--- src/design/cbc_pkg.sv ---
`default_nettype none
package cbc_pkg;

  localparam int SLOT_MASK_W = 10;
  localparam logic [SLOT_MASK_W-1:0] SLOT_MASK_RESET = 10'd1023;
  localparam int HANDLE_W = 64;
  localparam logic [HANDLE_W-1:0] FIB_MUL = 64'd11400714819323198485;
  localparam int HASH_SHIFT = 4;
  localparam int IDX_W = 9;
  localparam int COLOR_W = 4;
  localparam int KIND_W = 4;
  localparam int STATUS_W = 3;
  localparam int SEEN_W = 10;
  localparam int COUNT_W = 2;

  localparam logic [1:0] MODE_DYN = 2'd0;
  localparam logic [1:0] MODE_A_STATIC = 2'd1;
  localparam logic [1:0] MODE_B_STATIC = 2'd2;

  typedef enum logic [STATUS_W-1:0] {
    ST_OK          = 3'd0,
    ST_SAME        = 3'd1,
    ST_BOTH_STATIC = 3'd2,
    ST_BAD_COUNT   = 3'd3,
    ST_NO_COLOR    = 3'd4,
    ST_FULL        = 3'd5
  } status_t;

  typedef struct packed {
    logic                first_of_batch;
    logic [HANDLE_W-1:0] handle_a;
    logic [HANDLE_W-1:0] handle_b;
    logic                static_a;
    logic                static_b;
    logic                has_friction;
    logic [COUNT_W-1:0]  contact_count;
  } in_item_t;

  typedef struct packed {
    logic [IDX_W-1:0]    index_a;
    logic [IDX_W-1:0]    index_b;
    logic [COLOR_W-1:0]  color;
    logic [KIND_W-1:0]   kind;
    logic [STATUS_W-1:0] status;
    logic [SEEN_W-1:0]   bodies_seen;
  } out_item_t;

  typedef struct packed {
    logic load;
    logic slot_rd;
    logic body_rd;
    logic probe_step;
    logic col_rd_a;
    logic col_rd_b;
    logic col_sel;
    logic col_wr_a;
    logic col_wr_b;
    logic emit;
  } cmd_t;

  typedef struct packed {
    logic busy;
    logic chk_fail;
    logic hit;
    logic full;
    logic on_b;
    logic no_color;
    logic out_free;
  } stat_t;

endpackage
`default_nettype wire

--- src/design/cbc_ctrl.sv ---
`default_nettype none
module cbc_ctrl import cbc_pkg::*; (
  input  logic  clk,
  input  logic  rst,
  input  logic  in_valid,
  output logic  in_ready,
  output cmd_t  cmd,
  input  stat_t st
);
  typedef enum logic [10:0] {
    S_IDLE  = 11'b00000000001,
    S_START = 11'b00000000010,
    S_SRD   = 11'b00000000100,
    S_BRD   = 11'b00000001000,
    S_CMP   = 11'b00000010000,
    S_CRA   = 11'b00000100000,
    S_CRB   = 11'b00001000000,
    S_CSEL  = 11'b00010000000,
    S_WRA   = 11'b00100000000,
    S_WRB   = 11'b01000000000,
    S_DONE  = 11'b10000000000
  } state_t;

  state_t state;
  state_t state_next;

  always_ff @(posedge clk) begin
    if (rst) begin
      state <= S_IDLE;
    end else begin
      state <= state_next;
    end
  end

  always_comb begin
    state_next = state;
    cmd = '0;
    in_ready = 1'b0;
    unique case (state)
      S_IDLE: begin
        in_ready = !st.busy;
        if (in_valid && !st.busy) begin
          cmd.load = 1'b1;
          state_next = S_START;
        end
      end
      S_START: begin
        state_next = st.chk_fail ? S_DONE : S_SRD;
      end
      S_SRD: begin
        cmd.slot_rd = 1'b1;
        state_next = S_BRD;
      end
      S_BRD: begin
        cmd.body_rd = 1'b1;
        state_next = S_CMP;
      end
      S_CMP: begin
        cmd.probe_step = 1'b1;
        if (st.hit) begin
          state_next = st.on_b ? S_CRA : S_SRD;
        end else if (st.full) begin
          state_next = S_DONE;
        end else begin
          state_next = S_SRD;
        end
      end
      S_CRA: begin
        cmd.col_rd_a = 1'b1;
        state_next = S_CRB;
      end
      S_CRB: begin
        cmd.col_rd_b = 1'b1;
        state_next = S_CSEL;
      end
      S_CSEL: begin
        cmd.col_sel = 1'b1;
        state_next = st.no_color ? S_DONE : S_WRA;
      end
      S_WRA: begin
        cmd.col_wr_a = 1'b1;
        state_next = S_WRB;
      end
      S_WRB: begin
        cmd.col_wr_b = 1'b1;
        state_next = S_DONE;
      end
      S_DONE: begin
        if (st.out_free) begin
          cmd.emit = 1'b1;
          state_next = S_IDLE;
        end
      end
      default: begin
        state_next = S_IDLE;
      end
    endcase
  end

`ifndef ASSERT_OFF
  a_cmd_single: assert property (@(posedge clk) disable iff (rst) $onehot0(cmd))
    else $error("more than one datapath command");
  a_done_leaves: assert property (@(posedge clk) disable iff (rst)
    (state == S_DONE && st.out_free) |=> state == S_IDLE)
    else $error("finished item not released");
  a_no_load_busy: assert property (@(posedge clk) disable iff (rst)
    st.busy |-> !cmd.load)
    else $error("item taken while slot memory is cleared");
`endif
endmodule
`default_nettype wire

--- config.mk ---
export PLATFORM = sky130hd
export DESIGN_NAME = cbc_ctrl
export DESIGN_NICKNAME = d
export VERILOG_FILES = /design/src/design/cbc_pkg.sv /design/src/design/cbc_ctrl.sv
export SDC_FILE = /design/constraint.sdc
export NUM_CORES = 1
export LEC_CHECK = 0
export BUFFER_PORTS_ARGS = -buffer_cell sky130_fd_sc_hd__clkbuf_2
export CELL_PAD_IN_SITES_DETAIL_PLACEMENT = 0
export CELL_PAD_IN_SITES_GLOBAL_PLACEMENT = 1
export CORE_MARGIN = 4
export CORE_UTILIZATION = 30
export DETAILED_ROUTE_END_ITERATION = 12
export HOLD_SLACK_MARGIN = 0.06
export PLACE_DENSITY_LB_ADDON = 0.2
export SKIP_CTS_REPAIR_TIMING = 1
export SYNTH_ARGS = -nofsm -noshare
export SYNTH_HDL_FRONTEND = slang
export SYNTH_SLANG_ARGS = --single-unit
--- constraint.sdc ---
create_clock -name clk -period 1.7 [get_ports clk]
set_input_delay 0.255 -clock clk [delete_from_list [all_inputs] [get_ports clk]]
set_output_delay 0.255 -clock clk [all_outputs]
set_load 0.1 [all_outputs]
; ---- Yosys cells after proc, flatten, opt, wreduce, memory -nomap -nowiden
; Index checks and enable logic that the tools add are counted.
[word_totals]
ff_bits = 11
inputBits = 10
out_inout_bits = 11
word_cells = 38
[op_classes]
n_eq_ne = 13
n_mux = 21
reduce_logical = 3
[ops]
columns = operator, count
row1 = one-hot mux 11 bit (11 select lines), 1
row2 = 2-to-1 mux 11 bit, 6
row3 = 2-to-1 mux 1 bit, 13
row4 = "== test 11 x 1 -> 1 bit, second input constant", 1
row5 = "== test 11 x 10 -> 1 bit, second input constant", 1
row6 = "== test 11 bit, second input constant", 1
row7 = "== test 11 x 2 -> 1 bit, second input constant", 1
row8 = "== test 11 x 3 -> 1 bit, second input constant", 1
row9 = "== test 11 x 4 -> 1 bit, second input constant", 1
row10 = "== test 11 x 5 -> 1 bit, second input constant", 1
row11 = "== test 11 x 6 -> 1 bit, second input constant", 1
row12 = "== test 11 x 7 -> 1 bit, second input constant", 1
row13 = "== test 11 x 8 -> 1 bit, second input constant", 1
row14 = "== test 11 x 9 -> 1 bit, second input constant", 1
row15 = 2-to-1 mux 6 bit, 1
row16 = "inequality test 2 bit, second input constant", 2
row17 = AND reduction 2 bit, 1
row18 = logical AND 1 bit, 1
row19 = zero test 1 bit, 1

; ---- Logic depth before layout (Yosys ltp)
; Gate-level depths: netlist of the first run.
[depth]
ltp_word = 4
ltp_mapped = 5
mapped_depth_nobuf = 5

; ---- Least setup slack after synthesis of the first run
; Ideal clock, no wire load.
[synth_timing]
kind = register -> output
start = register state[6]
end = output cmd[0] (netlist bit)
arrival_time_ps = 3090
t_required_ps = 1445
slack_ps = -1645
stages_incl_launch_ff = 5
path_buffers = 0
path_cell_list = dfxtp_1 -> nor4_4 -> and2_1 -> nand2_1 -> nor3_1
[synth_rtl]
columns = element, line_no
row1 = start: declaration, cbc_ctrl.sv:24  ; state_t state;
row2 = start signal: assignment, cbc_ctrl.sv:31  ; state <= state_next;
row3 = end: declaration, cbc_ctrl.sv:7  ; output cmd_t cmd,

==> results of run 1 <==
==> cell type report <==
cell class                 instances  area share, %
clock buffer                       4           2.06
inverter                           4           1.18
multi-input combinational         66           44.9
sequential                        11           17.7
tap                               28           2.75
timing repair buffer              38           31.4
==> per-layer routing <==
metal	track usage (%)	wire, um	vias up
met5	0	0	-
met4	3.05	14	0
met3	4.18	95	2
met2	22.0	916	16
met1	17.5	908	336
li1	-	-	388
==> cells in the final DEF (no fill, tap or decap), types with 2 or more instances in the layout <==
master | netlist | routed
nor3_4 | 0 | 2
inv_1 | 4 | 4
buf_4 | 0 | 18
dfxtp_2 | 0 | 4
nor3_2 | 2 | 3
clkbuf_4 | 0 | 3
clkbuf_2 | 0 | 9
nor2b_1 | 2 | 2
nor4_1 | 2 | 2
o2bb2ai_1 | 2 | 2
nand2b_1 | 4 | 4
nor2_4 | 0 | 5
xor2_1 | 2 | 2
buf_12 | 0 | 11
o21ai_0 | 3 | 3
nand2_1 | 6 | 5
a21oi_1 | 2 | 2
nor2_1 | 9 | 4
dfxtp_1 | 11 | 7
o211ai_1 | 2 | 2
nor3_1 | 7 | 4
nand3b_1 | 2 | 2
o311a_1 | 2 | 2
nor4b_4 | 0 | 2
==> power breakdown <==
| part | internal [mW] | switching (mW) | total (mW) |
|---|---|---|---|
| clock | 0.0909 | 0.0881 | 0.179 |
| combinational | 0.0699 | 0.0941 | 0.164 |
| sequential | 0.262 | 0.00515 | 0.267 |
| total | 0.423 | 0.187 | 0.610 |
==> how the worst min path moves through the flow <==
stage / from / endpoint / slack [ns]
after floorplan: st[1] / state[8] / 0.32
after global placement: st[1] / state[8] / 0.45
after detailed placement: st[1] / state[8] / 0.46
after CTS: st[1] / state[8] / 0.18
after global routing: st[1] / state[8] / 0.17
final: st[1] / state[8] / 0.19
==> cells by family (layout without fill, tap and decap cells) <==
group	Yosys count	after routing	share of synthesized area, %
AOI/OAI and AO/OA	16	16	17.5
xor gates and xnor gates	2	2	2.53
buffers and inverters	5	46	2.71
DFF	11	11	31.8
and+or+nand+nor	48	48	45.4
==> through the flow <==
| step | util [%] | cell area (um^2) | worst slack (ns) |
|---|---|---|---|
| finish | 57.6 | 1270 | -0.249 |
| global route | 57.6 | 1270 | -0.342 |
| global placement | 55.0 | 1220 | 0.0511 |
| floorplan | - | 808 | -0.690 |
| CTS | 56.2 | 1240 | -0.301 |
| detailed placement | 55.0 | 1220 | -0.000248 |
==> Yosys cell counts <==
master / number / share of area (%)
nand3b_1: 2 / 2.2
or2b_1: 1 / 1.1
o311a_1: 2 / 2.9
or4_1: 1 / 1.1
nor4b_2: 2 / 4.3
nand2_1: 6 / 3.3
or2_1: 1 / 0.90
inv_1: 4 / 2.2
clkbuf_1: 1 / 0.54
o2bb2ai_1: 2 / 2.5
nor4_1: 2 / 1.8
nand4_2: 1 / 1.8
nor3b_1: 2 / 2.2
and3_1: 1 / 0.90
a21oi_1: 2 / 1.4
a2111oi_2: 1 / 2.2
and4_1: 1 / 1.3
dfxtp_1: 11 / 32
nor2_1: 9 / 4.9
o21a_1: 1 / 1.1
nor2b_1: 2 / 1.8
nand2b_1: 4 / 3.6
o21ai_0: 3 / 2.2
a222oi_1: 1 / 1.4
o21ai_1: 1 / 0.72
xor2_1: 2 / 2.5
nand3_2: 1 / 1.4
o211ai_1: 2 / 2.2
nor3_2: 2 / 2.9
and2_1: 2 / 1.8
nor3_1: 7 / 5.1
a31oi_1: 1 / 0.90
nor4_4: 1 / 3.1
==> metrics.md, run 1 <==
| Metric | Value |
|---|---|
| CP required | 1.44 ns |
| Multi-input gate area | 572 um^2 |
| Critical R2R Launch | state[0] |
| Remaining antenna violation count | 0 |
| Initial Util | 31.3% |
| Number of global-route vias before repair | 749 |
| Number of I/O port buffers | 20 |
| Synth Warn # | 0 |
| Chip height | 56.0 um |
| CTS buffer count | 3 |
| Leading registers by flop count | state: 11 flops |
| Placer Congestion | 0.777 |
| Crit end category | primary output |
| Critical path depth | 6 |
| Total GRT Usage | 13.6% |
| Hold Path Cell Cnt | 2 |
| WL final | 1.94 mm |
| Avg Cell Area, Syn | 8.44 um^2 |
| # fillers | 212 |
| Iteration-0 DRC Markers | 34 |
| Final hold viol count | 0 |
| Lkg Pwr | 0.508 nW |
| Slowest cell delay on critical path | 0.34 ns |
| Setup crit start | state[7] |
| R2R depth | 7 |
| Register area share after synthesis | 31.8% |
| Final total power | 610 uW |
| Final WS setup | -0.249 ns |
| First-pass GRT wire length | 3.41 mm |
| Status | finished with violations |
| Max frequency | 513 MHz |
| Violated checks | negative setup slack |
| Hold_ws | 0.190 ns |
| Initial antenna violation count | 0 |
| Seq cells post-synth | 11 |
| Hold/Removal Path Class | in2reg |
| Final #Nets | 134 |
| Layout Cells excl Fill | 151 |
| CP Buf/Inv Count | 2 |
| Grt total ovfl | 0 |
| Worst skew pair latency | 0.27 ns |
| CP max FO | 3 |
| Max Cap Viol | 0 |
| Core area | 2210 um^2 |
| Final Cycle Share | 115% |
| Flip-flop and latch area | 225 um^2 |
| Clock Tree Buf Depth | 2 |
| Largest net degree at the start of global routing | 9 |
| CTS tree | yes |
| Layout cell share with drive strength beyond 1 | 54.5% |
| Root buffer cell | clkbuf_4 |
| Reg2reg end | state[10] |
| Post-DR vias/cell | 4.91 |
| Max FFs per register | 11 |
| Syn nets | 92 |
| Syn Inst Count | 82 |
| Max-slew headroom | 70.2% |
| Fin Setup TNS | -1.81 ns |
| DR vias | 742 |
| Setup-failing EPs final | 11 |
| Worst Tran Pin Value | 0.447 ns |
| Per-cell routed wire length | 12.8 um |
| Top delay family on crit path | simple AND/OR/NAND/NOR gates |
| Worst setup path endpoint | cmd[9] |
| Max VDD drop | 0.488 mV |
| Setup Skew | 0.00321 ns |
| CTS H-Tree Depth | 1 |
| Die area | 3140 um^2 |
| Initial DRT Pass Iterations | 6 |
| R2r setup slk | 0.05 ns |
| Synthesis-to-finish area growth | 84.1% |
| Ant. Diodes | 0 |
| Unrepaired setup endpoints after global routing | true |
| DRC viols | 0 |
| Crit-path slowest cell | dfxtp_2 |
| Minimum clock period | 1.95 ns |
| Num rows | 17 |
| Crit path kind | reg2out |
| Cells after DPL | 144 |
| Pins Over Slew Limit | 0 |
| Post-Syn Area | 692 um^2 |
| Synth cell types | 33 |
| DP HPWL | 1.59 mm |
| Worst EP arrival | 1.69 ns |
| Cell Pwr Density | 479 nW/um^2 |
| Reg clk slew, reported paths | 0.07 ns |
| Clock sink count | 11 |
| Critical Path Start Type | flip-flop |
| I/O pins | 21 |
| Reg with most FFs | state |
| Die Wd | 56.0 um |
| Cell Chain, Critical Path | nor4_4, buf_4, nand3_4, or2_4, nor2_4, buf_12 |
(Power assumes the default switching activity.)
==> run 2: changes to the inputs <==
--- a/config.mk
+++ b/config.mk
@@ -11,6 +11,7 @@
 export CORE_MARGIN = 4
 export CORE_UTILIZATION = 30
 export DETAILED_ROUTE_END_ITERATION = 12
+export GPL_TIMING_DRIVEN = 0
 export HOLD_SLACK_MARGIN = 0.06
 export PLACE_DENSITY_LB_ADDON = 0.2
 export SKIP_CTS_REPAIR_TIMING = 1
==> run 2 against run 1 <==
Worst setup slack got worse by 0.12 ns. Critical path depth fell by 1. First-iteration DRC count fell by 62%. The run still ends with negative setup slack left. Cell count fell by 6.6%. Register-to-register slack got worse by 0.15 ns. Global-route usage fell by 1.9 points. Sequential share of layout area rose by 1.8 points. Flip-flop and latch count did not move.
==> metrics.md, run 2 (synthesized netlist as in run 1, its figures left out) <==
| Metric | Value |
|---|---|
| Status | finished with violations |
| Violated checks | negative setup slack |
| Core area | 2210 um^2 (unchanged) |
| Worst EP arrival | 1.82 ns (+0.13 ns) |
| Clock Tree Buf Depth | 2 (unchanged) |
| Clock sink count | 11 (unchanged) |
| Post-DR vias/cell | 5.12 (+4.2%) |
| Max VDD drop | 0.507 mV (+3.9%) |
| Chip height | 56.0 um (unchanged) |
| Num rows | 17 (unchanged) |
| CP max FO | 6 (+3) |
| Critical Path Start Type | flip-flop |
| Reg with most FFs | state |
| Placer Congestion | 0.685 (-12%) |
| Initial Util | 31.3% (unchanged) |
| Final core occ | 52.9% (-4.7 points) |
| Ant. Diodes | 0 (unchanged) |
| Per-cell routed wire length | 13.3 um (+3.5%) |
| Setup Skew | 0.00195 ns (-0.00126 ns) |
| Max frequency | 482 MHz (-6.0%) |
| WL met3 | 93 um (-2.1%) |
| Most frequent cells in the layout | clkbuf_2, buf_6, dfxtp_1, buf_12, buf_4 |
| Layout cell share with drive strength beyond 1 | 50.4% (-4.0 points) |
| Iteration-0 DRC Markers | 13 (-62%) |
| CTS H-Tree Depth | 1 (unchanged) |
| Max FFs per register | 11 (unchanged) |
| Final hold viol count | 0 (unchanged) |
| Met2 Wirelength | 856 um (-6.6%) |
| Lkg Pwr | 0.453 nW (-11%) |
| DP HPWL | 1.40 mm (-12%) |
| Max Cap Viol | 0 (unchanged) |
| DRC viols | 0 (unchanged) |
| Cells after DPL | 129 (-10%) |
| First-pass GRT wire length | 2.90 mm (-15%) |
| Most common cell after layout, fill and taps aside | clkbuf_2 |
| Layout Cells excl Fill | 141 (-6.6%) |
| Initial antenna violation count | 0 (unchanged) |
| Metal1 wirelength | 896 um (-1.3%) |
| Die Wd | 56.0 um (unchanged) |
| Root buffer cell | clkbuf_4 |
| CP required | 1.44 ns (about the same) |
| Hold/Removal Path Class | in2reg |
| Remaining antenna violation count | 0 (unchanged) |
| Cell Pwr Density | 518 nW/um^2 (+8.2%) |
| Worst skew pair latency | 0.26 ns (about the same) |
| CTS tree | yes |
| Hold_ws | 0.171 ns (-0.0195 ns) |
| Worst Tran Pin Value | 0.475 ns (+0.0284 ns) |
| Cell area after layout | 1170 um^2 (-8.2%) |
| Final #Nets | 124 (-7.5%) |
| Minimum clock period | 2.07 ns (+0.124 ns) |
| CTS buffer count | 3 (unchanged) |
| Reg clk slew, reported paths | 0.07 ns (about the same) |
| Synthesis-to-finish area growth | 69.1% |
| Largest net degree at the start of global routing | 9 (unchanged) |
| Pins Over Slew Limit | 0 (unchanged) |
| Final Cycle Share | 122% (+7.3 points) |
| Post-DP Area | 938 um^2 (-23%) |
| Leading registers by flop count | state: 11 flops |
| Number of I/O port buffers | 19 (-5.0%) |
| Initial DRT Pass Iterations | 4 (-2) |
| Final WS setup | -0.373 ns (-0.124 ns) |
| I/O pins | 21 (unchanged) |
| Crit end category | primary output |
| Uppermost routed layer | met4 |
| Grt total ovfl | 0 (unchanged) |
| Number of global-route vias before repair | 661 (-12%) |
| Setup-failing EPs final | 13 (+2) |
| Total GRT Usage | 11.7% (-1.9 points) |
| Crit path kind | reg2out |
| WL final | 1.87 mm (-3.4%) |
| Max-slew headroom | 68.1% (-2.2 points) |
| Die area | 3140 um^2 (unchanged) |
| Unrepaired setup endpoints after global routing | true |
| DR vias | 722 (-2.7%) |
## run 2: power breakdown
part | total (mW) | switching (mW) | internal [mW]
Sequential | 0.269 | 0.00806 | 0.261
Clock | 0.178 | 0.0871 | 0.0907
Combinational | 0.160 | 0.0912 | 0.0689
Total | 0.606 | 0.186 | 0.420
## run 2: critical path, stage by stage, from the launching register on
cell     delay (ns)
dfxtp_4        0.37
nor4_4         0.42
and2_4         0.25
nand2_4        0.08
nor3_4         0.24
buf_12         0.20
## run 2: through the flow
stage          setup slack, ns  power, mW  TNS (ns)
5_1_grt                 -0.453      0.641     -3.98
3_5_place_dp            -0.471      0.396     -2.61
6_report                -0.373      0.606     -2.92
4_1_cts                 -0.761      0.572     -5.82
3_3_place_gp            -0.459      0.396     -2.47
2_1_floorplan           -0.690      0.369     -4.46
## run 2: routing by layer
layer,global-route usage (%),up-vias
met3,3.94,4
li1,-,370
met5,0,-
met1,15.4,333
met2,17.2,15
met4,5.08,0
## run 2: worst paths after layout
check	slack, ns	cells past startpoint	start	end
min reg2reg	0.59	2	state[6]	state[9]
min	0.17	2	st[1]	state[8]
max	-0.37	5	state[6]	cmd[0]
max reg2reg	-0.10	6	state[6]	state[7]
## run 2: final cells by class
type,count,area (um^2)
Timing Repair Buffer,27,284
Fill cell,227,1040
Clock buffer,4,26.3
Buffer,1,3.75
Inverter,4,15.0
Multi-Input combinational cell,66,578
Tap cell,28,35.0
Sequential cell,11,228
==> run 3: changes to the inputs <==
==> constraint.sdc (replaced) <==
create_clock -name clk -period 1.7 [get_ports clk]
set_input_delay 0.255 -clock clk [delete_from_list [all_inputs] [get_ports clk]]
set_output_delay 0.255 -clock clk [all_outputs]
set_load 0.05 [all_outputs]
==> run 3 against run 2 <==
The run still ends with negative setup slack left. Flip-flop and latch count did not move. Via count rose by 1.1%. Wire length rose by 1.4%. Final area fell by 2.7%. Core utilization fell by 1.4 points. Total power fell by 5.6%. Combinational power fell by 21%. Critical endpoint unchanged. Highest routed layer unchanged.
==> metrics.md, run 3 (synthesized netlist as in run 1, its figures left out) <==
| Metric | Value |
|---|---|
| Crit end category | primary output |
| Root buffer cell | clkbuf_4 |
| Die Wd | 56.0 um (unchanged) |
| I/O pins | 21 (unchanged) |
| Reg power frac | 46.9% (+2.6 points) |
| Initial DRT Pass Iterations | 4 (unchanged) |
| Per-cell routed wire length | 13.4 um (+0.68%) |
| Iteration-0 DRC Markers | 7 (-6) |
| Max FFs per register | 11 (unchanged) |
| Worst Tran Pin Value | 0.476 ns (+0.000634 ns) |
| Max frequency | 498 MHz (+3.2%) |
| Max-slew headroom | 68.0% (about the same) |
| Core area | 2210 um^2 (unchanged) |
| Critical Path Start Type | flip-flop |
| Post-DR vias/cell | 5.14 (+0.40%) |
| Minimum clock period | 2.01 ns (-0.0640 ns) |
| Die area | 3140 um^2 (unchanged) |
| Violated checks | negative setup slack |
| Cell area after layout | 1140 um^2 (-2.7%) |
| Sw frac | 29.1% (-1.6 points) |
| Synthesis-to-finish area growth | 64.6% |
| Post-DP Area | 918 um^2 (-2.1%) |
| Final #Nets | 125 (+0.81%) |
| Pins Over Slew Limit | 0 (unchanged) |
| Number of I/O port buffers | 19 (unchanged) |
| CP max FO | 5 (-1) |
| CTS H-Tree Depth | 1 (unchanged) |
| CP required | 1.44 ns (about the same) |
| Largest net degree at the start of global routing | 9 (unchanged) |
| DP HPWL | 1.45 mm (+3.7%) |
| Ant. Diodes | 0 (unchanged) |
| Clock Tree Buf Depth | 2 (unchanged) |
| Gate power share | 22.1% (-4.3 points) |
| CTS tree | yes |
| Hold/Removal Path Class | in2reg |
| Clock power share | 31.0% (+1.7 points) |
| Crit path kind | reg2out |
| Remaining antenna violation count | 0 (unchanged) |
| Clock sink count | 11 (unchanged) |
| Reg with most FFs | state |
| Cell Pwr Density | 503 nW/um^2 (-3.0%) |
| Most common cell after layout, fill and taps aside | buf_6 |
| Int Pwr | 406 uW (-3.5%) |
| CTS buffer count | 3 (unchanged) |
| Layout cell share with drive strength beyond 1 | 52.6% (+2.2 points) |
| Initial Util | 31.3% (unchanged) |
| Number of global-route vias before repair | 714 (+8.0%) |
| DRC viols | 0 (unchanged) |
| Final WS setup | -0.309 ns (+0.0640 ns) |
| Unrepaired setup endpoints after global routing | true |
| Hold_ws | 0.165 ns (-0.00565 ns) |
| Status | finished with violations |
| Final Cycle Share | 118% (-3.8 points) |
| Sw Pwr | 167 uW (-11%) |
| Max Cap Viol | 0 (unchanged) |
| Max VDD drop | 0.419 mV (-17%) |
| Chip height | 56.0 um (unchanged) |
| Num rows | 17 (unchanged) |
| Lkg Pwr | 0.443 nW (-2.2%) |
| First-pass GRT wire length | 3.12 mm (+7.6%) |
| Grt total ovfl | 0 (unchanged) |
| Most frequent cells in the layout | buf_6, clkbuf_2, buf_4 |
| Worst skew pair latency | 0.26 ns (about the same) |
| Initial antenna violation count | 0 (unchanged) |
| DR vias | 730 (+1.1%) |
| Placer Congestion | 0.685 (about the same) |
| Total GRT Usage | 12.7% (+0.96 points) |
| Reg clk slew, reported paths | 0.07 ns (about the same) |
| Worst EP arrival | 1.75 ns (-0.07 ns) |
| Setup-failing EPs final | 11 (-2) |
| Final hold viol count | 0 (unchanged) |
| Leading registers by flop count | state: 11 flops |
| Setup Skew | 0.00221 ns (+0.000266 ns) |
| WL final | 1.90 mm (+1.4%) |
## run 3: cell count changes in the layout (fill, tap and decap cells not counted), sizes merged
cell | previous run | this run
clkbuf | 13 | 14
## run 3: area by class of cell
cell class                 count  area (um^2)
inverter                       4         15.0
clock buffer                   4         26.3
sequential                    11          233
timing repair buffer          28          239
tap                           28         35.0
fill                         233         1070
multi-input combinational     66          587
buffer                         1         3.75
## run 3: critical path: stages, from the launching register on
cell     delay (ns)
dfxtp_4        0.37
nor4_4         0.41
and2_4         0.24
nand2_4        0.07
nor3_4         0.21
buf_6          0.18
## run 3: per-layer routing
metal / up-vias / global-route usage (%) / part of all wire, %
met5: - / 0 / 0
met4: 0 / 5.08 / 2.8
met3: 6 / 4.18 / 5.9
met2: 19 / 19.9 / 46
met1: 330 / 15.8 / 45
li1: 375 / - / -
## run 3: power by group through the flow
stage | clock, mW | sequential (mW) | combinational [mW]
global placement | 0 | 0.275 | 0.103
detailed placement | 0 | 0.276 | 0.103
finish | 0.177 | 0.269 | 0.126
global route | 0.206 | 0.269 | 0.138
floorplan | 0 | 0.274 | 0.0775
CTS | 0.182 | 0.270 | 0.104
## run 3: worst paths after layout
path / slack [ns] / from / depth (start not counted) / to
max: -0.31 / state[6] / 5 / cmd[0]
min: 0.17 / st[1] / 2 / state[8]
min reg2reg: 0.62 / state[6] / 2 / state[9]
max reg2reg: 0 / state[6] / 5 / state[7]
## run 3: metrics by stage
stage | cells | power [mW] | utilization [%] | setup WS (ns) | setup TNS (ns)
after detailed placement | 129 | 0.379 | 41.5 | -0.318 | -1.24
after CTS | 133 | 0.556 | 42.7 | -0.618 | -4.18
after global placement | 129 | 0.378 | 41.5 | -0.293 | -1.05
after global routing | 142 | 0.614 | 51.5 | -0.401 | -3.11
after floorplan | 82 | 0.351 | - | -0.189 | -0.621
final | 142 | 0.572 | 51.5 | -0.309 | -1.93
